### config.mk
export PLATFORM = sky130hd
export DESIGN_NAME = utf8_string_validator
export DESIGN_NICKNAME = d
export VERILOG_FILES = /design/src/rtl/core/utf8v_pkg.sv /design/src/rtl/core/utf8v_step.sv /design/src/rtl/core/utf8_string_validator.sv
export SDC_FILE = /design/constraint.sdc
export NUM_CORES = 1
export LEC_CHECK = 0
export ABC_AREA = 0
export BUFFER_PORTS_ARGS = -buffer_cell sky130_fd_sc_hd__buf_2
export CAP_MARGIN = 10
export CORE_AREA = 5 5 68 70
export CTS_CLUSTER_SIZE = 28
export DETAILED_ROUTE_END_ITERATION = 16
export DIE_AREA = 0 0 73 75
export HOLD_SLACK_MARGIN = 0.03
export PLACE_DENSITY = 0.73
export RECOVER_POWER = 50
export SYNTH_ARGS = -nofsm -noshare
export SYNTH_HDL_FRONTEND = slang
export SYNTH_SLANG_ARGS = --single-unit
### constraint.sdc
create_clock -name aclk -period 2.3 [get_ports aclk]
set_input_delay 0.115 -clock aclk [delete_from_list [all_inputs] [get_ports aclk]]
set_output_delay 0.115 -clock aclk [all_outputs]
set_load 0.05 [all_outputs]
### src/rtl/core/utf8v_pkg.sv
// Package for the UTF-8 string validator.
// Holds the decoder state type and the code point limits; no dependencies.
`timescale 1ns / 1ps

package utf8v_pkg;

    typedef struct packed {
        logic [1:0]  pend;
        logic [1:0]  seq_len;
        logic [20:0] code_point;
        logic        error_seen;
    } utf8v_state_t;

    localparam logic [20:0] CP_MIN_2B      = 21'h00_0080;
    localparam logic [20:0] CP_MIN_3B      = 21'h00_0800;
    localparam logic [20:0] CP_MIN_4B      = 21'h01_0000;
    localparam logic [20:0] CP_MAX         = 21'h10_FFFF;
    localparam logic [20:0] CP_SURR_LO     = 21'h00_D800;
    localparam logic [20:0] CP_SURR_HI     = 21'h00_DFFF;
    localparam logic [20:0] CP_NONCHAR_LO  = 21'h00_FDD0;
    localparam logic [20:0] CP_NONCHAR_HI  = 21'h00_FDEF;
    localparam logic [15:0] CP_PLANE_END   = 16'hFFFE;

    localparam logic [1:0]  LEN_1B = 2'd0;
    localparam logic [1:0]  LEN_2B = 2'd1;
    localparam logic [1:0]  LEN_3B = 2'd2;
    localparam logic [1:0]  LEN_4B = 2'd3;

endpackage

### src/rtl/core/utf8v_step.sv
// Single-byte UTF-8 decode step: next decoder state and string verdict.
// Depends on utf8v_pkg.
`timescale 1ns / 1ps

module utf8v_step (
    input  utf8v_pkg::utf8v_state_t state_cur,
    input  logic [7:0]              data_byte,
    input  logic                    byte_present,
    input  logic                    last_item,
    output utf8v_pkg::utf8v_state_t state_next,
    output logic                    string_valid
);

    function automatic logic point_ok(input logic [20:0] cp, input logic [1:0] len_m1);
        logic ok;
        logic nonchar;
        nonchar = ((cp[15:0] & utf8v_pkg::CP_PLANE_END) == utf8v_pkg::CP_PLANE_END) ||
                  (cp >= utf8v_pkg::CP_NONCHAR_LO && cp <= utf8v_pkg::CP_NONCHAR_HI);
        case (len_m1)
            utf8v_pkg::LEN_1B: ok = (cp != '0);
            utf8v_pkg::LEN_2B: ok = (cp >= utf8v_pkg::CP_MIN_2B);
            utf8v_pkg::LEN_3B: ok = (cp >= utf8v_pkg::CP_MIN_3B) &&
                                    !(cp >= utf8v_pkg::CP_SURR_LO && cp <= utf8v_pkg::CP_SURR_HI);
            default:           ok = (cp >= utf8v_pkg::CP_MIN_4B) && (cp <= utf8v_pkg::CP_MAX);
        endcase
        return ok && !nonchar;
    endfunction

    utf8v_pkg::utf8v_state_t st;
    logic [20:0]             cp_shift;
    logic [1:0]              pend_dec;

    assign cp_shift = {state_cur.code_point[14:0], data_byte[5:0]};
    assign pend_dec = state_cur.pend - 2'd1;

    always_comb begin
        st = state_cur;
        if (byte_present) begin
            if (state_cur.pend == 2'd0) begin
                if (data_byte[7] == 1'b0) begin
                    if (!point_ok({13'd0, data_byte}, utf8v_pkg::LEN_1B)) begin
                        st.error_seen = 1'b1;
                    end
                end else if (data_byte[7:5] == 3'b110) begin
                    st.seq_len    = utf8v_pkg::LEN_2B;
                    st.pend       = 2'd1;
                    st.code_point = {16'd0, data_byte[4:0]};
                end else if (data_byte[7:4] == 4'b1110) begin
                    st.seq_len    = utf8v_pkg::LEN_3B;
                    st.pend       = 2'd2;
                    st.code_point = {17'd0, data_byte[3:0]};
                end else if (data_byte[7:3] == 5'b11110) begin
                    st.seq_len    = utf8v_pkg::LEN_4B;
                    st.pend       = 2'd3;
                    st.code_point = {18'd0, data_byte[2:0]};
                end else begin
                    st.error_seen = 1'b1;
                end
            end else if (data_byte[7:6] != 2'b10) begin
                st.error_seen = 1'b1;
                st.pend       = 2'd0;
                st.seq_len    = 2'd0;
                st.code_point = '0;
            end else begin
                st.pend       = pend_dec;
                st.code_point = cp_shift;
                if (pend_dec == 2'd0) begin
                    if (!point_ok(cp_shift, state_cur.seq_len)) begin
                        st.error_seen = 1'b1;
                    end
                    st.seq_len    = 2'd0;
                    st.code_point = '0;
                end
            end
        end
    end

    assign string_valid = !st.error_seen && (st.pend == 2'd0);
    assign state_next   = last_item ? '0 : st;

endmodule

### src/rtl/core/utf8_string_validator.sv
// UTF-8 string validator, top level: input register, decode step, result register.
// Last byte sits in the input register, then its verdict in the result register.
// Throughput: one byte per cycle, less when a last byte waits for m_ready.
// Reset: synchronous, active low; clears decoder state and both valid flags.
// Depends on utf8v_pkg and utf8v_step.
`timescale 1ns / 1ps

module utf8_string_validator (
    input  logic       aclk,
    input  logic       aresetn,
    input  logic       s_valid,
    output logic       s_ready,
    input  logic [7:0] s_data_byte,
    input  logic       s_byte_present,
    input  logic       s_last_item,
    output logic       m_valid,
    input  logic       m_ready,
    output logic       m_string_valid
);

    logic                    s1_valid_reg;
    logic [7:0]              s1_byte_reg;
    logic                    s1_present_reg;
    logic                    s1_last_reg;
    utf8v_pkg::utf8v_state_t state_reg;
    utf8v_pkg::utf8v_state_t state_next;
    logic                    verdict_next;
    logic                    m_valid_reg;
    logic                    m_verdict_reg;
    logic                    out_free;
    logic                    s1_fire;

    assign out_free = !m_valid_reg || m_ready;
    assign s1_fire  = s1_valid_reg && (!s1_last_reg || out_free);
    assign s_ready  = !s1_valid_reg || s1_fire;

    utf8v_step u_step (
        .state_cur    (state_reg),
        .data_byte    (s1_byte_reg),
        .byte_present (s1_present_reg),
        .last_item    (s1_last_reg),
        .state_next   (state_next),
        .string_valid (verdict_next)
    );

    always_ff @(posedge aclk) begin
        if (!aresetn) begin
            s1_valid_reg <= 1'b0;
            state_reg    <= '0;
            m_valid_reg  <= 1'b0;
        end else begin
            if (s_ready) begin
                s1_valid_reg <= s_valid;
            end
            if (s1_fire) begin
                state_reg <= state_next;
            end
            if (s1_fire && s1_last_reg) begin
                m_valid_reg <= 1'b1;
            end else if (m_ready) begin
                m_valid_reg <= 1'b0;
            end
        end
    end

    always_ff @(posedge aclk) begin
        if (s_ready && s_valid) begin
            s1_byte_reg    <= s_data_byte;
            s1_present_reg <= s_byte_present;
            s1_last_reg    <= s_last_item;
        end
        if (s1_fire && s1_last_reg) begin
            m_verdict_reg <= verdict_next;
        end
    end

    assign m_valid        = m_valid_reg;
    assign m_string_valid = m_verdict_reg;

    a_pend_le_len: assert property (@(posedge aclk) disable iff (!aresetn)
        state_reg.pend <= state_reg.seq_len)
        else $error("pending continuations exceed sequence length");

    a_idle_clean: assert property (@(posedge aclk) disable iff (!aresetn)
        (state_reg.pend == 2'd0) |-> (state_reg.seq_len == 2'd0 && state_reg.code_point == '0))
        else $error("decoder state not clean between sequences");

    a_last_clears: assert property (@(posedge aclk) disable iff (!aresetn)
        (s1_fire && s1_last_reg) |=> (state_reg == '0 && m_valid_reg))
        else $error("last byte did not clear state and post a verdict");

endmodule

# Word-level counts from Yosys, hierarchy flattened

Index checks and enable logic that the tools add are counted.

$add $sub $neg: 1
Magnitude comparators: 8
Equal/unequal tests: 9
Multiplexer cells: 25
Reductions and logical operators: 30

Operators by type and width:

| operator                                                             | number |
|---|---|
| 2-to-1 mux 26 bit                                                    | 4 |
| 2-to-1 mux 25 bit                                                    | 4 |
| greater-or-equal comparator 21 x 16 -> 1 bit (second input constant) | 2 |
| less-or-equal comparator 21 x 16 -> 1 bit (second input constant)    | 2 |
| 2-to-1 mux 24 bit                                                    | 1 |
| greater-or-equal comparator 21 x 12 -> 1 bit (second input constant) | 1 |
| greater-or-equal comparator 21 x 17 -> 1 bit (second input constant) | 1 |
| greater-or-equal comparator 21 x 8 -> 1 bit (second input constant)  | 1 |
| less-or-equal comparator 21 bit (second input constant)              | 1 |
| nonzero test 21 bit                                                  | 1 |
| == test 15 bit (second input constant)                               | 1 |
| 2-to-1 mux 1 bit                                                     | 15 |
| logical AND 1 bit                                                    | 9 |
| zero test 2 bit                                                      | 4 |
| nonzero test 8 bit                                                   | 1 |
| zero test 1 bit                                                      | 6 |
| == test 5 bit (second input constant)                                | 1 |
| inequality test 5 bit (second input constant)                        | 1 |
| AND reduction 5 bit                                                  | 1 |
| == test 4 bit (second input constant)                                | 1 |
| logical OR 1 bit                                                     | 4 |
| AND reduction 4 bit                                                  | 1 |
| nonzero test 2 bit                                                   | 2 |
| nonzero test 4 bit                                                   | 1 |
| 7 further kinds                                                      | 7 |

Bits in registers: 33
Input bits: 14
Output and inout bits: 3
Word-level logic and storage cells: 83

# Longest topological paths before layout

Gate-level depths: netlist of run 1.

Word-level depth: 17
Gate-level depth with buffers: 9
Depth with buffers taken out: 7

# Cells and area by module

A second synthesis of run 1 with hierarchy kept.

Cell total of the unflattened synthesis: 279
Area total of the unflattened synthesis: 2379.8 um2

Modules (own cells, without submodules):

| module                | times used | cells an instance | area an instance (um2) | seq. area each (um2) |
|---|---|---|---|---|
| utf8_string_validator | 1          | 135               | 1510.2                 | 890.9 |
| utf8v_step            | 1          | 144               | 869.6                  | 0.0 |

# Least setup slack after synthesis of run 1

Ideal clock, no wire load.

Path kind: register to register
Start point: reg state_reg[24] in the netlist's numbering
End point: reg state_reg[6] in the netlist's numbering
Library setup time: 72 ps
Arrival time: 1798 ps
Required time: 2228 ps
Slack: 431 ps
Stages on the path, launching flop included: 9
Buffers on the path: 2
Period minus slack after synthesis: 1869 ps
Cells stage by stage: dfxtp_1 -> inv_1 -> ha_1 -> clkbuf_2 -> nor4b_1 -> and2_1 -> buf_4 -> nand4_1 -> a21oi_1

Cells in the longest elaborated chain, start to end: 7
Elaborated cells between the ends (all ways): 11
Classes of those cells: 1 x add/sub; 2 x eq/ne; 5 x mux; 3 x reduce/logical

RTL lines:

| what                      | line                        | RTL |
|---|---|---|
| from (decl)               | utf8_string_validator.sv:25 | `utf8v_pkg::utf8v_state_t state_reg;` |
| from (signal assigned)    | utf8_string_validator.sv:56 | `state_reg <= state_next;` |
| subtractor 2 x 1 -> 2 bit | utf8v_step.sv:34            | `assign pend_dec = state_cur.pend - 2'd1;` |
| zero test 2 bit           | utf8v_step.sv:67            | `if (pend_dec == 2'd0) begin` |
| 2-to-1 mux 24 bit         | utf8v_step.sv:67            |  |
| 2-to-1 mux 26 bit         | utf8v_step.sv:59            | `end else if (data_byte[7:6] != 2'b10) begin` |
| 2-to-1 mux 26 bit         | utf8v_step.sv:39            | `if (state_cur.pend == 2'd0) begin` |
| 2-to-1 mux 26 bit         | utf8v_step.sv:38            | `if (byte_present) begin` |
| 2-to-1 mux 26 bit         | utf8v_step.sv:79            | `assign state_next = last_item ? '0 : st;` |

Several ways; a longest one is shown, not always the timed one. The select of a mux whose other input is x is not followed.
A chain may end at the register's enable or synchronous reset.

# Worst setup path after layout of run 1

Start point: reg state_reg[24] in the netlist's numbering
End point: reg state_reg[22] in the netlist's numbering

Cells in the longest elaborated chain, start to end: 4
Elaborated cells between the ends (all ways): 10
Classes of those cells: 1 x add/sub; 2 x eq/ne; 3 x mux; 4 x reduce/logical

RTL lines:

| what                                                                      | line |
|---|---|
| subtractor 2 x 1 -> 2 bit / zero test 2 bit (equally long branches)       | utf8v_step.sv:34, utf8v_step.sv:39 |
| zero test 2 bit / 2-to-1 mux 26 bit (equally long branches)               | utf8v_step.sv:67, utf8v_step.sv:39 |
| nonzero test 4 bit (no line) / 2-to-1 mux 26 bit (equally long branches)  | -- |
| AND reduction 5 bit (no line) / 2-to-1 mux 26 bit (equally long branches) | -- |

Several ways; a longest one is shown, not always the timed one. The select of a mux whose other input is x is not followed.

==> flow_metrics.env, run 1 <==
export IMPL_die_w_um=73
export IMPL_drtIter0Drc=152
export IMPL_worst_setup_path_start_kind="flip-flop"
export IMPL_arrival_ns=2.28
export IMPL_remaining_drc_errors=0
export IMPL_finalSetupViolCount=0
export IMPL_synth_top_flop_cell="dfxtp_1"
export IMPL_wire_per_inst_um=15.5
export IMPL_cts_sinks=33
export IMPL_finalMaxSlewViolations=0
export IMPL_synth_area_mm2=0.00168
export IMPL_largest_register_ffs=20
export IMPL_critical_path_class="reg2reg"
export IMPL_seq_power_share=0.541
export IMPL_max_freq_mhz=482
export IMPL_power_density_mw_per_mm2=591
export IMPL_yosysWarnings=0
export IMPL_clkSlewWorstSetupHoldPaths_ns=0.07
export IMPL_synth_common_cells="a21oi_1, dfxtp_1, o21ai_0, nand4_1"
export IMPL_synthCells=185
export IMPL_grt_pass1_wl_um=6670
export IMPL_viasPerCell=5.89
export IMPL_antenna_left=0
export IMPL_cts_tree="yes"
export IMPL_cts_buffers=5
export IMPL_maxCapViolations=0
export IMPL_p_leak_nw=0.717
export IMPL_antenna_found_initial=0
export IMPL_ys_ff_latch=33
export IMPL_power_frac_comb=0.098
export IMPL_postLayoutCoreUtil=0.508
export IMPL_yosysSeqAreaShare=0.460
export IMPL_hold_viol_final=0
export IMPL_p_switching_mw=0.298
export IMPL_avgSynthCellArea_um2=9.06
export IMPL_vias=1542
export IMPL_cp_max_fo=8
export IMPL_core_area_mm2=0.00391
export IMPL_synth_most_common_cell="a21oi_1"
export IMPL_grtUsageTotal=0.158
export IMPL_synth_edff_count=11
export IMPL_crit_required_ns=2.51
export IMPL_tightest_slew_ns=0.603
export IMPL_clk_latency_ns=0.28
export IMPL_clockBufferDepth=2
export IMPL_synth_distinct_cells=48
export IMPL_synth_top_cell_area_share=0.263
export IMPL_status="finished, final reports clean"
export IMPL_gp_congestion=0.924
export IMPL_peakVddDrop_v=0.000373
export IMPL_fp_row_count=23
export IMPL_period_needed_ns=2.08
export IMPL_initial_core_util=0.428
export IMPL_die_h_um=75
export IMPL_pwr_share_clk=0.361
export IMPL_final_setup_tns_ns=0
export IMPL_overflow=0
export IMPL_grt_pass1_vias=1452
export IMPL_clock_tree_root_cell="clkbuf_8"
export IMPL_die_area_mm2=0.00548
export IMPL_intPower_mw=0.878
export IMPL_critPathCaptureType="flip-flop"
export IMPL_drt_first_pass_iters=4
export IMPL_postSynth_asyncResetShare=0
export IMPL_p_sw_frac=0.254
export IMPL_layout_drive_gt1_share=0.175
export IMPL_cts_htree_levels=2
export IMPL_synth_area_leader_cell="dfxtp_1"
export IMPL_antenna_cells=0
export IMPL_fin_skew_ns=0.00898
export IMPL_relSlewSlack=0.600
export IMPL_area_delta_synth_final_pct=18.6
export IMPL_synth_area_top_cells="dfxtp_1, edfxtp_1, a21oi_1"
export IMPL_grt_max_degree=21
export IMPL_post_route_period_util=0.902
export IMPL_io_buffers=16
export IMPL_hold_path_class="in2reg"
export IMPL_io_pins=17
export IMPL_dp_hpwl_um=2640
export IMPL_syn_nets=201
export IMPL_drt_wl_total_um=4060
export IMPL_layout_nets=227
export IMPL_rsz0062_at_grt="no"
## logic make-up (layout without fill, tap and decap cells)
| group | count (synthesis) | after routing | share of synthesized area |
|---|---|---|---|
| adders and majority gates | 2 | 2 | 0.0149 |
| AOI/OAI and AO/OA | 63 | 63 | 0.236 |
| xor gates and xnor gates | 1 | 1 | 0.00522 |
| DFF | 33 | 33 | 0.460 |
| buffers and inverters | 22 | 49 | 0.0597 |
| and+or+nand+nor | 64 | 64 | 0.225 |
## cells in the final DEF, fill, tap and decap left out, types with 2 or more instances in the layout
cell type,instances
ha_1,2
nand4_1,13
nor3_1,4
a2111oi_0,2
or3b_2,2
a31oi_1,2
dfxtp_1,22
clkinv_2,2
buf_4,7
o21ai_0,18
dlygate4sd3_1,10
nor2b_1,3
buf_2,14
edfxtp_1,11
or4_1,2
nand3_1,4
clkbuf_8,5
nand2_1,9
a21oi_1,23
a32o_1,5
nor4_1,4
clkbuf_1,4
o2111ai_1,2
inv_1,6
nor2_1,11
a21boi_0,2
## critical path, stage by stage (launching register included)
cell,delay (ns)
dfxtp_1,0.38
inv_1,0.08
ha_1,0.30
inv_1,0.17
a31o_2,0.15
a21oi_1,0.11
or4b_2,0.66
a21oi_1,0.15
## through the flow
| step | std cells | power (mW) | instance area [um2] | worst slack [ns] | hold WS (ns) |
|---|---|---|---|---|---|
| 2_1_floorplan | 185 | 0.713 | 1680 | 0.431 | 0.214 |
| 3_3_place_gp | 244 | 0.749 | 1810 | 0.255 | 0.291 |
| 3_5_place_dp | 244 | 0.750 | 1810 | 0.158 | 0.293 |
| 4_1_cts | 262 | 1.18 | 1990 | 0.0590 | 0.104 |
| 5_1_grt | 262 | 1.22 | 1990 | 0.106 | 0.128 |
| 6_report | 262 | 1.18 | 1990 | 0.225 | 0.106 |
## timing repair
action,4_1_cts,5_1_grt
endpoints found under the setup margin,0,13
resized for setup,0,1
hold endpoints to repair,10,0
hold buffers,10,0
setup buffers,0,0
## power groups by stage
stage	sequential (mW)	combinational (mW)	clock [mW]
floorplan	0.642	0.0713	0
global placement	0.648	0.101	0
detailed placement	0.648	0.101	0
CTS	0.635	0.114	0.431
global route	0.638	0.126	0.459
finish	0.636	0.116	0.424
## final timing paths
| check | startpoint | endpoint | slack [ns] | depth (start not counted) |
|---|---|---|---|---|
| max | state_reg[24] | state_reg[22] | 0.22 | 7 |
| max reg2reg | state_reg[24] | state_reg[22] | 0.22 | 7 |
| min reg2reg | state_reg[14] | state_reg[14] | 0.48 | 2 |
| min | s_valid | s1_valid_reg | 0.11 | 3 |
## cell type report
class	count	area, um2
Sequential cell	33	771
Timing Repair Buffer	34	234
Fill cell	382	1930
Clock inverter	2	10.0
Clock buffer	6	72.6
Tap cell	50	62.6
Multi-Input combinational cell	130	812
Inverter	7	26.3
## layer usage
layer	track usage	share of wire	vias up
met3	0.0467	0.058	5
met4	0.0533	0.010	0
li1	-	-	761
met2	0.255	0.48	52
met5	0	0	-
met1	0.202	0.45	724
No activity file was read; power rests on OpenSTA's default activity.
==> run 2, diff against run 1 <==
PLACE_DENSITY = 0.64   (was 0.73)
==> run 2 against run 1 <==
Highest routed layer unchanged. Non-clock buffer count increased by 2. Wire length increased by 1.9%. Sequential share of layout area decreased by 0.60 points. Largest power group unchanged. Critical path depth increased by 1. Count of clock-buffer cells in the layout unchanged. Maximum frequency decreased by 0.59%. Design area increased by 1.6%. Die area unchanged. Global-route usage increased by 0.62 points. Sequential power about the same. Core utilization increased by 0.80 points. Combinational power about the same.
==> flow_metrics.env, run 2 (synthesis gave the netlist of run 1 again) <==
export IMPL_max_freq_mhz=479
export IMPL_cts_sinks=33
export IMPL_hold_viol_final=0
export IMPL_clock_tree_root_cell="clkbuf_8"
export IMPL_io_buffers=16
export IMPL_r2r_end="state_reg[0]"
export IMPL_cpMaxStageDelayCell="or3b_2"
export IMPL_critPathCaptureType="flip-flop"
export IMPL_cp_cell_sequence="inv_1, ha_1, or3b_2, a31oi_1, o41ai_1, buf_4, and3_2, a32o_1"
export IMPL_finalSetupViolCount=0
export IMPL_critical_path_class="reg2reg"
export IMPL_tightest_slew_ns=0.593
export IMPL_total_power_mw=1.29
export IMPL_io_pins=17
export IMPL_remaining_drc_errors=0
export IMPL_drtIter0Drc=92
export IMPL_place_worst_setup_slack_ns=0.271
export IMPL_die_h_um=75
export IMPL_postLayoutCoreUtil=0.516
export IMPL_layout_nets=229
export IMPL_crit_start="state_reg[25]"
export IMPL_viasPerCell=6.03
export IMPL_largest_register_ffs=20
export IMPL_antenna_left=0
export IMPL_initial_core_util=0.428
export IMPL_final_setup_tns_ns=0
export IMPL_mostFrequentLayoutCell="a21oi_1"
export IMPL_drt_wl_total_um=4140
export IMPL_antenna_cells=0
export IMPL_cts_htree_levels=2
export IMPL_critical_path_max_stage_delay_ns=0.45
export IMPL_dp_hpwl_um=2850
export IMPL_worst_setup_path_start_kind="flip-flop"
export IMPL_reg2reg_depth=8
export IMPL_worstSetupPathDepth=8
export IMPL_hold_path_class="in2reg"
export IMPL_area_delta_synth_final_pct=20.4
export IMPL_cp_max_fo=3
export IMPL_drt_first_pass_iters=5
export IMPL_p_leak_nw=0.731
export IMPL_power_density_mw_per_mm2=639
export IMPL_grt_max_degree=18
export IMPL_crit_required_ns=2.48
export IMPL_post_route_period_util=0.908
export IMPL_endpoint="state_reg[0]"
export IMPL_fp_row_count=23
export IMPL_cp_top_family="simple AND/OR/NAND/NOR gates"
export IMPL_cts_buffers=5
export IMPL_maxCapViolations=0
export IMPL_relSlewSlack=0.606
export IMPL_layout_drive_gt1_share=0.168
export IMPL_status="finished, final reports clean"
export IMPL_die_w_um=73
export IMPL_layout_setup_ws_ns=0.213
export IMPL_gp_congestion=0.839
export IMPL_crit_reg2reg_launch="state_reg[25]"
export IMPL_cts_tree="yes"
export IMPL_post_cts_resized=0
export IMPL_fin_skew_ns=0.00378
export IMPL_clkSlewWorstSetupHoldPaths_ns=0.07
export IMPL_grt_pass1_wl_um=6880
export IMPL_finalMaxSlewViolations=0
export IMPL_die_area_mm2=0.00548
export IMPL_clk_latency_ns=0.29
export IMPL_period_needed_ns=2.09
export IMPL_fin_hold_ws_ns=0.0905
export IMPL_rrSetupSlack_ns=0.21
export IMPL_arrival_ns=2.27
export IMPL_rsz0062_at_grt="no"
export IMPL_wire_per_inst_um=15.7
export IMPL_antenna_found_initial=0
export IMPL_core_area_mm2=0.00391
export IMPL_vias=1592
export IMPL_grt_pass1_vias=1464
export IMPL_grtUsageTotal=0.164
export IMPL_layout_common_cells="a21oi_1, dfxtp_1, o21ai_0"
export IMPL_crit_buf_inv=2
export IMPL_clockBufferDepth=2
export IMPL_overflow=0
export IMPL_peakVddDrop_v=0.000395
export IMPL_nFillCells=388
-- run 2: cell count changes in the layout (fill, tap and decap cells not counted) --
cell / change
buf_4: +2
clkinv_2: -2
buf_2: -1
bufinv_16: +1
clkbuf_1: +1
clkinv_1: +1
nor4b_1: +1
nor4b_2: -1
-- run 2: stage by stage --
step                      cells  instance area, um2
after floorplan             185                1680
after global placement      246                1820
after detailed placement    246                1820
after CTS                   264                2030
after global routing        264                2020
final                       264                2020
-- run 2: how the worst min path moves through the flow --
stage                         startpoint             end  cells after the start
after floorplan           s_data_byte[0]  s1_byte_reg[0]                      0
after global placement    s_byte_present  s1_present_reg                      1
after detailed placement  s_byte_present  s1_present_reg                      1
after CTS                        s_valid    s1_valid_reg                      3
after global routing             s_valid    s1_valid_reg                      3
final                            s_valid    s1_valid_reg                      3
-- run 2: final cells by class --
cell class                      instances  area, um2  share of cell area
Sequential cell                        33        771               0.382
Tap cell                               50       62.6              0.0310
Clock inverter                          2       33.8              0.0167
Multi-Input combinational cell        130        806               0.399
Clock buffer                            6       72.6              0.0359
Timing Repair Buffer                   36        248               0.123
Inverter                                7       26.3              0.0130
-- run 2: timing repair --
action	CTS	global route
hold buffers	10	0
hold endpoints to repair	10	0
setup buffers	0	0
-- run 2: layer usage --
layer | part of all wire | vias up | global-route usage
met5 | 0 | - | 0
met4 | 0.014 | 0 | 0.0738
met3 | 0.072 | 9 | 0.0401
met2 | 0.50 | 82 | 0.286
met1 | 0.41 | 741 | 0.190
li1 | - | 760 | -
-- run 2: power by group --
group | internal, mW | leakage [nW] | switching (mW)
registers | 0.618 | 0.284 | 0.0171
clock network | 0.320 | 0.0528 | 0.218
logic | 0.0514 | 0.393 | 0.0666
-- run 2: worst min-delay path, stage by stage --
cell and delay, ns:
buf_2 0.10, inv_1 0.06, a21oi_1 0.06
==> run 3, diff against run 2 <==
BUFFER_PORTS_ARGS = -buffer_cell sky130_fd_sc_hd__buf_4   (was -buffer_cell sky130_fd_sc_hd__buf_2)
==> run 3 against run 2 <==
Final cell count shrank 0.38%. Clock power shrank 4%. Worst setup slack improved by 0.0084 ns. Critical path depth is 1 lower. Die area unchanged. Combinational power rose by 7%. First-iteration DRC count is 42% higher. Design area is 1.7% higher. Via count rose by 3.3%. Sequential share of layout area down 0.63 points. Core utilization grew 0.86 points. Sequential power about the same. Critical path type unchanged. Largest power group unchanged. Highest routed layer unchanged.
==> flow_metrics.env, run 3 (synthesis gave the netlist of run 1 again) <==
export IMPL_status="finished, final reports clean"
export IMPL_antenna_found_initial=0
export IMPL_gr_max_usage_layer="met2"
export IMPL_stdcell_count=263
export IMPL_crit_required_ns=2.50
export IMPL_io_buffers=16
export IMPL_wire_per_inst_um=16.4
export IMPL_p_leak_nw=0.743
export IMPL_largest_register_ffs=20
export IMPL_layout_nets=228
export IMPL_final_setup_tns_ns=0
export IMPL_cts_setup_buffers=0
export IMPL_die_w_um=73
export IMPL_layout_drive_gt1_share=0.174
export IMPL_gp_congestion=0.919
export IMPL_dp_cells=245
export IMPL_drt_first_pass_iters=6
export IMPL_clock_tree_root_cell="clkbuf_8"
export IMPL_grtUsageTotal=0.168
export IMPL_clockBufferDepth=2
export IMPL_cp_max_fo=12
export IMPL_crit_start="state_reg[24]"
export IMPL_power_density_mw_per_mm2=623
export IMPL_tightest_slew_ns=0.605
export IMPL_viasPerCell=6.25
export IMPL_finalSetupViolCount=0
export IMPL_drtIter0Drc=131
export IMPL_reg2reg_depth=7
export IMPL_max_freq_mhz=481
export IMPL_min_from="s_valid"
export IMPL_clk_latency_ns=0.29
export IMPL_rsz0062_at_grt="no"
export IMPL_io_pins=17
export IMPL_period_needed_ns=2.08
export IMPL_die_area_mm2=0.00548
export IMPL_grt_pass1_wl_um=7160
export IMPL_clkSlewWorstSetupHoldPaths_ns=0.07
export IMPL_layout_common_cells="a21oi_1, dfxtp_1, o21ai_0"
export IMPL_fin_skew_ns=0.0123
export IMPL_area_delta_synth_final_pct=22.5
export IMPL_cts_buffers=5
export IMPL_maxCapViolations=0
export IMPL_grt_pass1_vias=1559
export IMPL_dp_hpwl_um=2910
export IMPL_antenna_left=0
export IMPL_met1_usage=0.200
export IMPL_cts_hold_buf=10
export IMPL_arrival_ns=2.28
export IMPL_fin_hold_ws_ns=0.100
export IMPL_grt_max_degree=18
export IMPL_post_route_period_util=0.904
export IMPL_hold_viol_final=0
export IMPL_cpMaxStageDelayCell="and2_1"
export IMPL_nFillCells=386
export IMPL_gr_usage_met3=0.0561
export IMPL_worst_setup_path_start_kind="flip-flop"
export IMPL_mostFrequentLayoutCell="a21oi_1"
export IMPL_crit_reg2reg_launch="state_reg[24]"
export IMPL_cts_htree_levels=2
export IMPL_overflow=0
export IMPL_drt_wl_total_um=4320
export IMPL_relSlewSlack=0.598
export IMPL_hold_path_class="in2reg"
export IMPL_initial_core_util=0.428
export IMPL_post_cts_resized=0
export IMPL_core_area_mm2=0.00391
export IMPL_cts_tree="yes"
export IMPL_vias=1644
export IMPL_rrSetupSlack_ns=0.22
export IMPL_finalMaxSlewViolations=0
export IMPL_cts_sinks=33
export IMPL_grtUsageMet2=0.281
export IMPL_peakVddDrop_v=0.000562
export IMPL_remaining_drc_errors=0
export IMPL_endpoint="state_reg[4]"
export IMPL_critPathCaptureType="flip-flop"
export IMPL_fp_row_count=23
export IMPL_critical_path_class="reg2reg"
export IMPL_critical_path_max_stage_delay_ns=0.39
export IMPL_cp_cell_sequence="inv_1, ha_1, nor4b_1, buf_4, and2_1, o2111ai_1, a21oi_1"
export IMPL_antenna_cells=0
export IMPL_r2r_end="state_reg[4]"
export IMPL_die_h_um=75
## run 3: report_power, final
group	leakage [nW]	switching, mW	total, mW	internal (mW)
clock network	0.0566	0.209	0.518	0.309
logic	0.402	0.0698	0.126	0.0559
registers	0.284	0.0180	0.636	0.618
total	0.743	0.297	1.28	0.983
## run 3: layer usage
layer / wire length (um) / up-vias
li1: - / 757
met1: 1640 / 779
met2: 2210 / 92
met3: 371 / 16
met4: 87 / 0
met5: 0 / -
## run 3: area by class of cell
class,count,area (um2),share of cell area
Clock buffer,8,111,0.0542
Inverter,7,26.3,0.0128
Multi-Input combinational cell,130,806,0.392
Sequential cell,33,771,0.375
Tap cell,50,62.6,0.0305
Timing Repair Buffer,35,277,0.135
## run 3: worst min-delay path by stage
stage	endpoint	slack, ns	cells past startpoint
after global placement	s1_present_reg	0.29	1
final	s1_valid_reg	0.10	3
after CTS	s1_valid_reg	0.10	3
after global routing	s1_valid_reg	0.11	3
after floorplan	s1_byte_reg[0]	0.21	0
after detailed placement	s1_present_reg	0.29	1
## run 3: metrics by stage
| stage | cell area [um2] | worst slack, ns | total power [mW] | utilization |
|---|---|---|---|---|
| final | 2050 | 0.221 | 1.28 | 0.525 |
| after detailed placement | 1850 | 0.277 | 0.759 | 0.473 |
| after CTS | 2060 | 0.246 | 1.29 | 0.527 |
| after global routing | 2050 | 0.0919 | 1.33 | 0.525 |
| after floorplan | 1680 | 0.431 | 0.713 | - |
| after global placement | 1850 | 0.333 | 0.756 | 0.473 |
## run 3: critical path: cells and delay by family, from the launching register on
kind                     cells  cell delay (ns)
adder cells (fa/ha/maj)      1             0.29
flip-flops                   1             0.37
AND/OR/NAND/NOR              2             0.71
AO/OA/AOI/OAI                2             0.36
buffers and inverters        2             0.27
